**src/hw/rtl/doeq_pkg.sv**
```systemverilog
// Shared types and constants for the deadline ordered event queue.
package doeq_pkg;

    localparam logic [29:0] NS_PER_SEC = 30'd1000000000;

    typedef enum logic [1:0] {
        ST_OK        = 2'd0,
        ST_FULL      = 2'd1,
        ST_NOT_QUEUED = 2'd2
    } t_status;

    localparam logic CMD_INSERT = 1'b0;
    localparam logic CMD_REMOVE = 1'b1;

    // Classified command handed from the front end to the back end.
    typedef struct packed {
        logic        cmd;
        logic [61:0] deadline;
        logic [6:0]  slot;
    } t_op;

    typedef enum logic [3:0] {
        BS_IDLE,
        BS_SCAN,
        BS_INS_RD,
        BS_INS_WAIT,
        BS_INS_CMP,
        BS_REM_RD,
        BS_REM_WAIT,
        BS_REM_CMP,
        BS_LINK,
        BS_HEAD_RD,
        BS_HEAD_WAIT,
        BS_DONE
    } t_bstate;

endpackage

```
**src/hw/rtl/doeq_front.sv**
```systemverilog
// Front end: accepts items, forms the absolute deadline, queues the op.
module doeq_front (
    input  logic              i_clk,
    input  logic              i_rst_n,
    input  logic              i_push,
    output logic              o_full,
    input  logic              i_cmd,
    input  logic [31:0]       i_stamp_secs,
    input  logic [29:0]       i_stamp_nsecs,
    input  logic [31:0]       i_offset_secs,
    input  logic [29:0]       i_offset_nsecs,
    input  logic [6:0]        i_slot_in,
    output logic              o_op_valid,
    output doeq_pkg::t_op     o_op,
    input  logic              i_op_take
);
    // Two-entry op queue; stage register holds the adder output.
    logic              r_s_valid;
    logic              r_s_cmd;
    logic       [31:0] r_s_secs;
    logic       [30:0] r_s_ns;
    logic        [6:0] r_s_slot;
    doeq_pkg::t_op     r_q [2];
    logic        [1:0] r_cnt;
    logic              r_rd, r_wr;
    logic       [31:0] n_secs;
    logic       [30:0] ns1, ns2;
    logic              c1, c2;
    logic              acc, enq;

    assign acc = i_push && !o_full;
    // stage counts toward the queue, so full reserves space for it
    assign o_full = ({1'b0, r_cnt} + {2'b0, r_s_valid}) >= 3'd2;

    always_comb begin
        c1  = r_s_ns >= {1'b0, doeq_pkg::NS_PER_SEC};
        ns1 = c1 ? r_s_ns - {1'b0, doeq_pkg::NS_PER_SEC} : r_s_ns;
        c2  = ns1 >= {1'b0, doeq_pkg::NS_PER_SEC};
        ns2 = c2 ? ns1 - {1'b0, doeq_pkg::NS_PER_SEC} : ns1;
        n_secs = r_s_secs + {31'd0, c1} + {31'd0, c2};
    end

    assign enq = r_s_valid;
    assign o_op_valid = r_cnt != 2'd0;
    assign o_op = r_q[r_rd];

    always_ff @(posedge i_clk) begin
        if (!i_rst_n) begin
            r_s_valid <= 1'b0;
            r_cnt <= 2'd0;
            r_rd <= 1'b0;
            r_wr <= 1'b0;
        end else begin
            r_s_valid <= acc;
            if (enq) r_wr <= ~r_wr;
            if (i_op_take && o_op_valid) r_rd <= ~r_rd;
            r_cnt <= r_cnt + {1'b0, enq} - {1'b0, i_op_take && o_op_valid};
        end
        if (acc) begin
            r_s_cmd  <= i_cmd;
            r_s_secs <= i_stamp_secs + i_offset_secs;
            r_s_ns   <= {1'b0, i_stamp_nsecs} + {1'b0, i_offset_nsecs};
            r_s_slot <= i_slot_in;
        end
        if (enq) r_q[r_wr] <= '{cmd: r_s_cmd, deadline: {n_secs, ns2[29:0]},
                                slot: r_s_slot};
    end

    ap_nofill: assert property (@(posedge i_clk) disable iff (!i_rst_n)
        r_cnt <= 2'd2) else $error("op queue overrun");
    ap_full: assert property (@(posedge i_clk) disable iff (!i_rst_n)
        r_cnt == 2'd2 |-> o_full) else $error("full not raised");
    ap_stage: assert property (@(posedge i_clk) disable iff (!i_rst_n)
        acc |=> r_s_valid) else $error("stage lost");
endmodule

```
**config.mk**
```make
export PLATFORM = sky130hd
export DESIGN_NAME = doeq_front
export DESIGN_NICKNAME = d
export VERILOG_FILES = /design/src/hw/rtl/doeq_pkg.sv /design/src/hw/rtl/doeq_front.sv
export SDC_FILE = /design/constraint.sdc
export NUM_CORES = 1
export LEC_CHECK = 0
export ABC_AREA = 1
export BUFFER_PORTS_ARGS = -buffer_cell sky130_fd_sc_hd__buf_2
export CORE_AREA = 10 10 222 224
export CTS_CLUSTER_SIZE = 8
export DETAILED_ROUTE_END_ITERATION = 7
export DIE_AREA = 0 0 232 234
export GPL_TIMING_DRIVEN = 0
export PLACE_DENSITY_LB_ADDON = 0.1
export RECOVER_POWER = 100
export SYNTH_ARGS = -nofsm -noshare
export SYNTH_HDL_FRONTEND = slang
export SYNTH_SLANG_ARGS = --single-unit
```
**constraint.sdc**
```tcl
create_clock -name i_clk -period 6.89 [get_ports i_clk]
set_input_delay 0.689 -clock i_clk [delete_from_list [all_inputs] [get_ports i_clk]]
set_output_delay 0.689 -clock i_clk [all_outputs]
set_load 0.03 [all_outputs]
```
Yosys cells after proc, flatten, opt, wreduce, memory -nomap -nowiden:

Memory sizes are Yosys's and may differ from the RTL's. A register that Yosys moved wholly into a read port is not among the register bits.
Index checks and enable logic that the tools add are counted.
W data, S select, Z words.

* register bits: 76
* memory bits (writable): 140
* input bits: 136
* output and inout port bits: 72
* logic and storage cells: 33
* memories: 1

* add/subtract/negate cells: 9
* magnitude comparators: 3
* multiplexer cells: 6
* bitwise operators: 2
* reductions and logical operators: 4

Memory list
* r_q: words 2, width 70, rd ports 1, clocked after memory_dff 1, wr ports 1, line doeq_front.sv:23 `doeq_pkg::t_op r_q [2];`

Operators by type and width (number)
* $add A32 B1 Y32: 2
* $ge A31 B30 Y1 const B: 2
* $add A32 B32 Y32: 1
* $add A30 B30 Y31: 1
* $mux W31: 1
* $sub A31 B30 Y31 const B: 1
* $mux W30: 1
* $sub A30 B30 Y30 const B: 1
* $mux W1: 4
* $add A2 B1 Y3: 1
* $ge A3 B2 Y1 const B: 1
* $add A2 B1 Y2: 1
* $logic_and A1 B1 Y1: 2
* $not A1 Y1: 2
* $reduce_bool A2 Y1: 1
* $sub A2 B1 Y2: 1
* $logic_not A1 Y1: 1

Logic depth before layout (Yosys ltp):

Gate-level depths: netlist (run 1).

* word-level depth: 4
* mapped depth: 40
* mapped depth without buffers: 39

Least setup slack after synthesis (run 1):

OpenSTA, ideal clock, no wires.

* path kind: register to register
* start: reg r_s_ns[9]
* end: mem r_q[0][67] (netlist name) (data pin)
* setup time: 0.256 ns
* data arrival time: 4.937 ns
* required time: 6.634 ns
* setup slack: 1.696 ns
* cell stages (with the launch flop): 40
* buffers on the path: 3
* period minus slack after synthesis: 5.194 ns
* cells stage by stage: edfxtp_1 > inv_1 > ha_1 > inv_1 > nand2_1 > nand2_1 > nand2_1 > nand3b_1 > nand3_1 > buf_6 > buf_8 > xor2_4 > ha_1 > nor2_1 > nand2_1 > a21oi_2 > nand3_2 > nand3_2 > [... 4 more ...] > ha_1 > nand2_1 > nor2_1 > nand3_1 > nor2_2 > nand3_2 > nor2_2 > nand3_1 > nor2_2 > nand2_1 > nor2_2 > nand3b_1 > nor2_2 > nand3_1 > nor2_2 > nand2_1 > nand2_1 > nand2_1

* word-level cells in the longest chain between the ends: 4
* elaborated cells between the ends (all ways): 6
* classes of those cells: add/sub (3); order compare (2); mux (1)

RTL lines
* from (decl): line doeq_front.sv:21 `logic [30:0] r_s_ns;`
* from (signal assigned): line doeq_front.sv:62 `r_s_ns <= {1'b0, i_stamp_nsecs} + {1'b0, i_offset_nsecs};`
* $sub A31 B30 Y31 / $ge A31 B30 Y1 (equally long branches): line doeq_front.sv:37, doeq_front.sv:36
* $mux W31: line doeq_front.sv:37 `ns1 = c1 ? r_s_ns - {1'b0, doeq_pkg::NS_PER_SEC} : r_s_ns;`
* $ge A31 B30 Y1: line doeq_front.sv:38 `c2 = ns1 >= {1'b0, doeq_pkg::NS_PER_SEC};`
* $add A32 B1 Y32 (*): line doeq_front.sv:40 `n_secs = r_s_secs + {31'd0, c1} + {31'd0, c2};`
* net n_secs[30]: line doeq_front.sv:26 `logic [31:0] n_secs;`
* to (decl): line doeq_front.sv:23

The timed path passes the listed nets; every way through them passes the cells marked *.

Worst setup path in the final report (run 1):

* start: reg r_s_ns[9]
* end: mem r_q[1][67] (netlist name) (data pin)

The elaborated chain is that of the path after synthesis.

==> impl_metrics.ini, run 1 <==
[floorplanning]
top_level_ports = 208
rows = 78
die-area_um2 = 54290
dieHeight_um = 234
initial_core_util = 0.2963
core_um2 = 44890
fp.dieW_um = 232

[cts]
htree_levels = 1
clk_root_buffer_cell = clkbuf_16
cts_tree = yes
cts-resized-gates = 0
cts_setup_buffers = 0
hold_buffers = 0
cts_made_buffers = 31
clkLatencyLatePin_ns = 0.56
cts_sinks = 217
clockBufferDepth = 3
path_clk_slew_ns = 0.05

[logic_synthesis]
synthFlopType = edfxtp_1
yosys_warnings = 0
async_flop_share = 0
ys_seq_area_frac = 0.4853
ys_types = 49
synth_nets = 1615
netlist_area_um2 = 13300
synth_cells = 1409
avgSynthCellArea_um2 = 9.442
synth_seq_cells = 217
synth_edf_count = 211

[detailed_routing]
dr.pass1.iters = 5
ant_nets = 0
drc_errors = 0
routed_via_density = 4.486
wirelength_um = 34250
vias = 10230
drt_iter0_drc = 564
wl_per_cell_um = 15.02

[cells_and_area]
regArea_um2 = 6456
syn2layout_area_growth_pct = 19.53
nFillCells = 4694
layout_common_cells = 335 x nand2_1, 211 x edfxtp_1, 163 x buf_2
drive_above_1_share = 0.1702
final_area_um2 = 15900
diodes = 0
layout_commonest_cell = nand2_1
nets = 1861
multi_input_area_um2 = 6045
finalNonFillerCells = 2280

[setup_path]
cp-startpoint = r_s_ns[9]
crit_fanout = 10
cpMostUsedCell = nand2_1
cp-start-kind = flip-flop
cp_slowest_stage_delay_ns = 0.42
crit_type = flip-flop to flip-flop
r2r_start = r_s_ns[9]
cp.arrival_ns = 6.33
cp.required_ns = 7.19
end_kind = flip-flop
cp_slowest_cell = edfxtp_1

[run_status]
status = finished with violations
violations = max-capacitance violations, max-slew violations

[hold_path]
hp-class = input port to flip-flop
min-delay-start = i_slot_in[5]

[pwr]
p_leak_nw = 6.804
power.density_nw_per_um2 = 346.7
ir_drop_mv = 0.1975

[timing]
slew_headroom = -0.9834
period_share = 0.8744
drv_slew = 165
fin_crit_ns = 6.025
setup_viol_count_final = 0
hold_viol_final = 0
fmax_mhz = 166.0
worst_clock_skew_ns = 0.02722
worst-slew-pin-transition_ns = 2.975
layout_setup_ws_ns = 0.8655
rsz0062_at_grt = no
fin_tns_setup_ns = 0

[global_routing]
use_met2 = 0.2038
grt_pass1_vias = 10220
grt_util_met3 = 0.01946
grt_util_all_layers = 0.1243
grt_pass1_wl_um = 54430
grt_max_degree = 51
grt.busiest_layer = met2
met1_usage = 0.1666
grt_overflow = 0
antenna_found_initial = 0

[placement]
placed_area_um2 = 15240
pre_cts_ws_ns = 0.7580
place_inst = 2222
portBuffers = 207
routabilityCongestion = 0.8313
place_hpwl_um = 27410

[job]
max_cap_violations = 5
state kept, by name, indices dropped and copies added (netlist names), 2 cells and up, named ones only:
signal,count
r_s_slot,7
r_s_secs,32
r_s_ns,31
r_q,140
r_cnt,2
cell usage after synthesis (5+ instances only):
cell type | n | area share
ha_1 | 67 | 0.063
clkbuf_1 | 9 | 0.0025
inv_1 | 163 | 0.046
mux2_2 | 70 | 0.059
xor2_1 | 72 | 0.047
nand2_1 | 335 | 0.095
nor2_2 | 12 | 0.0056
o21ai_0 | 36 | 0.014
nand3_1 | 56 | 0.021
nand3b_1 | 9 | 0.0051
nand3_2 | 5 | 0.0038
edfxtp_1 | 211 | 0.48
a21boi_0 | 6 | 0.0034
a31oi_1 | 15 | 0.0071
inv_2 | 11 | 0.0031
nand4_1 | 44 | 0.021
a21o_1 | 5 | 0.0028
nor2_1 | 106 | 0.030
buf_2 | 7 | 0.0026
xnor2_1 | 30 | 0.020
a21oi_1 | 77 | 0.029
nor3_1 | 17 | 0.0064
dfxtp_1 | 6 | 0.0090
final timing paths:
kind                            cells past startpoint           to  slack [ns]
worst max register to register                     39   r_q[1][67]        0.87
worst max-delay path                               39   r_q[1][67]        0.87
worst min-delay path                                1  r_s_slot[5]        0.32
worst min register to register                      0    r_q[0][4]        0.44
where the power goes:
part | switching, mW | internal [mW]
combinational | 1.48 | 0.666
sequential | 0.121 | 1.86
clock | 0.543 | 0.836
total | 2.15 | 3.37
stage by stage:
step | hold WS, ns | power, mW | util
detailed placement | 0.4309 | 4.277 | 0.3395
finish | 0.3174 | 5.514 | 0.3542
CTS | 0.2865 | 5.698 | 0.3593
global placement | 0.4235 | 4.253 | 0.3361
floorplan | 0.4215 | 3.595 | -
global route | 0.2866 | 5.950 | 0.3542
cell families after synthesis:
family                   Yosys count  synth area share
AND/OR/NAND/NOR                  595            0.1935
flip-flops                       217            0.4853
buffers and inverters            196           0.05821
AO/OA/AOI/OAI                    158           0.06706
XOR/XNOR                         103           0.06922
multiplexers                      70           0.05925
adder cells (fa/ha/maj)           70           0.06753
critical path: cells and delay by family, from the launching register on:
| family | cells | cell delay [ns] |
|---|---|---|
| xor+xnor | 1 | 0.20 |
| buf+inv | 7 | 0.84 |
| fa+ha+maj | 4 | 0.96 |
| simple gates | 26 | 3.08 |
| flops | 1 | 0.42 |
| compound gates | 1 | 0.24 |
area by class of cell:
type | count | area share
inverter | 175 | 0.04138
clock buffer | 55 | 0.05445
buffer | 21 | 0.007081
multi-input combinational | 996 | 0.3801
sequential | 217 | 0.4060
tap | 600 | 0.04721
clock inverter | 3 | 0.001180
timing repair buffer | 213 | 0.06263
layer usage:
layer / wire (um) / part of all wire
met1: 16200 / 0.47
met2: 15950 / 0.47
met3: 1429 / 0.042
met4: 673 / 0.020
met5: 0 / 0
(Power assumes the default switching activity.)
==> run 2: changes to the inputs <==
--- a/config.mk
+++ b/config.mk
@@ -7,10 +7,10 @@
 export LEC_CHECK = 0
 export ABC_AREA = 1
 export BUFFER_PORTS_ARGS = -buffer_cell sky130_fd_sc_hd__buf_2
-export CORE_AREA = 10 10 222 224
+export CORE_AREA = 10 10 175 177
 export CTS_CLUSTER_SIZE = 8
 export DETAILED_ROUTE_END_ITERATION = 7
-export DIE_AREA = 0 0 232 234
+export DIE_AREA = 0 0 185 187
 export GPL_TIMING_DRIVEN = 0
 export PLACE_DENSITY_LB_ADDON = 0.1
 export RECOVER_POWER = 100
==> impl_metrics.ini, run 2 (synthesis results as in run 1) <==
[detailed_routing]
routed_via_density = 5.134
wl_per_cell_um = 15.61
drc_errors = 0
dr.pass1.iters = 5
wirelength_um = 31480
drt_iter0_drc = 493
ant_nets = 0
vias = 10350

[setup_path]
crit_fanout = 10
r2r_setup_slack_ns = 0.80
cp_num_buf_inv = 7
cp.required_ns = 7.17
cp.arrival_ns = 6.38
cp_slowest_stage_delay_ns = 0.41
cpLargestDelayFamily = simple AND/OR/NAND/NOR gates
end_kind = flip-flop
cpMostUsedCell = nand2_1
cp-start-kind = flip-flop
cp_slowest_cell = edfxtp_1
crit_type = flip-flop to flip-flop

[cells_and_area]
fin_util = 0.5701
layout_commonest_cell = nand2_1
syn2layout_area_growth_pct = 17.09
top_register = r_q
largest_reg_flops = 140
layout_common_cells = 335 x nand2_1, 211 x edfxtp_1, 162 x inv_1
drive_above_1_share = 0.1731
final_area_um2 = 15580
largestRegisters = r_q: 140 flops, r_s_secs: 32 flops, r_s_ns: 31 flops
nets = 1860
diodes = 0
nFillCells = 2531

[floorplanning]
rows = 61
fp.dieW_um = 185
initial_core_util = 0.4869
core_um2 = 27320
die-area_um2 = 34600
top_level_ports = 208
dieHeight_um = 187

[global_routing]
grt_max_degree = 41
antenna_found_initial = 0
grt_pass1_vias = 10550
grt_util_all_layers = 0.1790
grt_overflow = 0
grt_pass1_wl_um = 51610

[hold_path]
hp-class = input port to flip-flop

[timing]
rsz0062_at_grt = no
setup_viol_count_final = 0
period_share = 0.8841
fmax_mhz = 164.2
drv_slew = 156
worst_hold_slack_ns = 0.3225
worst-slew-pin-transition_ns = 2.383
hold_viol_final = 0
worst_clock_skew_ns = 0.008861
slew_headroom = -0.5885
fin_tns_setup_ns = 0
fin_crit_ns = 6.091

[cts]
cts_sinks = 217
cts_made_buffers = 31
clockBufferDepth = 3
path_clk_slew_ns = 0.05
cts-resized-gates = 0
clkLatencyLatePin_ns = 0.54
hold_buffers = 0
cts_setup_buffers = 0
clk_root_buffer_cell = clkbuf_16
htree_levels = 1
cts_tree = yes

[run_status]
status = finished with violations
violations = max-capacitance violations, max-slew violations

[placement]
routabilityCongestion = 0.8880
place_hpwl_um = 24890
portBuffers = 207
placed_area_um2 = 14900

[pwr]
totalPowerFinal_mw = 5.476
power.density_nw_per_um2 = 351.5
p_leak_nw = 6.779
ir_drop_mv = 0.2435

[job]
max_cap_violations = 6
## run 2: layout make-up
| class | instances | area, um^2 | area share |
|---|---|---|---|
| repair buffers | 212 | 982.2 | 0.06305 |
| clock buffers | 47 | 835.8 | 0.05365 |
| inverters | 175 | 658.1 | 0.04225 |
| clock inverters | 2 | 28.78 | 0.001847 |
| multi-input cells | 996 | 6068 | 0.3896 |
| well taps | 346 | 432.9 | 0.02779 |
| flip-flops and latches | 217 | 6456 | 0.4145 |
| plain buffers | 21 | 115.1 | 0.007390 |
## run 2: metrics by stage
step	setup WS, ns	cells
floorplan	1.696	1409
CTS	0.8000	2016
global placement	0.8800	1962
finish	0.7987	2016
global route	0.1104	2016
detailed placement	0.8128	1967
## run 2: metal layers
layer  vias up  part of all wire  GRT usage
met5         -                 0          0
li1       5303                 -          -
met2       266              0.45     0.2879
met1      4738              0.47     0.2446
met3        44             0.057    0.03186
met4         0             0.018    0.04190
## run 2: worst paths after layout
check | startpoint | to | cells after the start
setup / recovery | r_s_ns[9] | r_q[1][67] | 39
hold / removal | i_slot_in[4] | r_s_slot[4] | 1
setup reg to reg | r_s_ns[9] | r_q[1][67] | 39
hold reg to reg | r_s_slot[1] | r_q[1][1] | 0
## run 2: where the power goes
part | total (mW) | switching, mW | internal (mW)
logic | 2.14 | 1.47 | 0.671
clock network | 1.35 | 0.523 | 0.822
registers | 1.99 | 0.126 | 1.87
==> run 3: changes to the inputs <==
--- a/config.mk
+++ b/config.mk
@@ -8,12 +8,14 @@
 export ABC_AREA = 1
 export BUFFER_PORTS_ARGS = -buffer_cell sky130_fd_sc_hd__buf_2
 export CORE_AREA = 10 10 175 177
+export CTS_BUF_LIST = sky130_fd_sc_hd__clkbuf_2
 export CTS_CLUSTER_SIZE = 8
 export DETAILED_ROUTE_END_ITERATION = 7
 export DIE_AREA = 0 0 185 187
 export GPL_TIMING_DRIVEN = 0
 export PLACE_DENSITY_LB_ADDON = 0.1
 export RECOVER_POWER = 100
+export SLEW_MARGIN = 20
 export SYNTH_ARGS = -nofsm -noshare
 export SYNTH_HDL_FRONTEND = slang
 export SYNTH_SLANG_ARGS = --single-unit
==> impl_metrics.ini, run 3 (synthesis results as in run 1) <==
[floorplanning]
core_um2 = 27320
initial_core_util = 0.4869
fp.dieW_um = 185
die-area_um2 = 34600
dieHeight_um = 187
top_level_ports = 208
rows = 61

[job]
max_cap_violations = 3

[detailed_routing]
routed_via_density = 5.079
dr.pass1.iters = 5
ant_nets = 0
drc_errors = 0
wl_per_cell_um = 15.33
drt_iter0_drc = 552
vias = 10480
wirelength_um = 31620

[cts]
cts_tree = yes
cts_sinks = 217
path_clk_slew_ns = 0.10
htree_levels = 2
cts_made_buffers = 53
cts-resized-gates = 0
clockBufferDepth = 3
cts_setup_buffers = 0
clk_root_buffer_cell = clkbuf_2
clkLatencyLatePin_ns = 0.85
hold_buffers = 9

[setup_path]
crit_type = flip-flop to flip-flop
cp_slowest_stage_delay_ns = 0.43
end_kind = flip-flop
cp-start-kind = flip-flop
crit_fanout = 10
ff2ff_path_depth = 39
cp_slowest_cell = edfxtp_1
cpMostUsedCell = nand2_1
cp.arrival_ns = 6.64
cp.required_ns = 7.49

[placement]
pre_cts_ws_ns = 0.8123
placed_area_um2 = 14970
portBuffers = 207
place_hpwl_um = 25180
routabilityCongestion = 0.8880

[pwr]
p_switching_mw = 2.082
intPower_mw = 2.806
totalPowerFinal_mw = 4.888
seqPwrFrac = 0.405
ir_drop_mv = 0.1365
p_leak_nw = 6.705
clkPwrFrac = 0.158
swShare = 0.4259
p_comb_frac = 0.437
power.density_nw_per_um2 = 321.6

[timing]
rsz0062_at_grt = no
worst-slew-pin-transition_ns = 2.298
worst_clock_skew_ns = 0.07436
hold_viol_final = 0
fin_tns_setup_ns = 0
setup_viol_count_final = 0
period_share = 0.8763
layout_setup_ws_ns = 0.8522
fmax_mhz = 165.6
fin_crit_ns = 6.038
slew_headroom = -0.5320
drv_slew = 100

[global_routing]
use_met2 = 0.2923
grt_pass1_vias = 10870
grt_util_all_layers = 0.1823
grt_util_met3 = 0.03710
grt_max_degree = 41
grt_overflow = 0
antenna_found_initial = 1
grt.busiest_layer = met2
met1_usage = 0.2425
grt_pass1_wl_um = 52290

[run_status]
status = finished with violations
violations = max-capacitance violations, max-slew violations

[hold_path]
hp-class = input port to flip-flop
hold_path_depth = 3

[cells_and_area]
largestRegisters = r_q: 140 flops, r_s_secs: 32 flops, r_s_ns: 31 flops
top_register = r_q
nFillCells = 2630
final_area_um2 = 15200
syn2layout_area_growth_pct = 14.26
layout_common_cells = 335 x nand2_1, 211 x edfxtp_1, 162 x inv_1
largest_reg_flops = 140
drive_above_1_share = 0.1911
layout_commonest_cell = nand2_1
nets = 1893
run 3: changes by cell type in the layout (fill, tap and decap cells not counted), sizes merged:
cell         change
dlygate4sd3      +9
clkinvlp         +1
diode            +1
clkinv          +10
buf              -4
clkbuf          +30
run 3: final timing paths:
path                             startpoint    endpoint  slack (ns)
worst max-delay path              r_s_ns[9]  r_q[0][67]        0.85
worst min-delay path                 i_push         enq        0.09
worst max register to register    r_s_ns[9]  r_q[0][67]        0.85
worst min register to register  r_s_slot[1]   r_q[0][1]        0.45
run 3: area by class of cell:
cell class / count / area (um^2) / area share
Clock inverter: 13 / 63.81 / 0.004198
Tap cell: 346 / 432.9 / 0.02848
Sequential cell: 217 / 6456 / 0.4247
Timing Repair Buffer: 223 / 1075 / 0.07071
Antenna cell: 1 / 2.502 / 0.0001646
Clock buffer: 71 / 355.3 / 0.02338
Buffer: 21 / 112.6 / 0.007408
Inverter: 175 / 658.1 / 0.04330
Multi-Input combinational cell: 996 / 6045 / 0.3976
run 3: critical path: cells and delay by family (launching register included):
family          cells  cell delay, ns
buf+inv             7            0.86
simple gates       26            3.17
flops               1            0.43
xor+xnor            1            0.21
compound gates      1            0.22
fa+ha+maj           4            0.98
run 3: power by group through the flow:
stage	registers, mW	logic, mW	clock network [mW]
global placement	2.02	2.14	0
finish	1.98	2.14	0.771
detailed placement	2.01	2.24	0
global route	2.01	2.40	0.887
floorplan	1.98	1.61	0
CTS	1.98	2.25	0.808
run 3: per-stage QoR:
stage | instances | util | hold slack [ns]
after floorplan | 1409 | - | 0.4215
after detailed placement | 1969 | 0.5478 | 0.4308
after global routing | 2063 | 0.5563 | 0.003431
after CTS | 2062 | 0.5664 | 0.05099
final | 2063 | 0.5563 | 0.09462
after global placement | 1962 | 0.5407 | 0.4218
run 3: per-layer routing:
metal  vias up  part of all wire
met2       275              0.45
li1       5390                 -
met4         0             0.018
met5         -                 0
met3        43             0.060
met1      4771              0.47
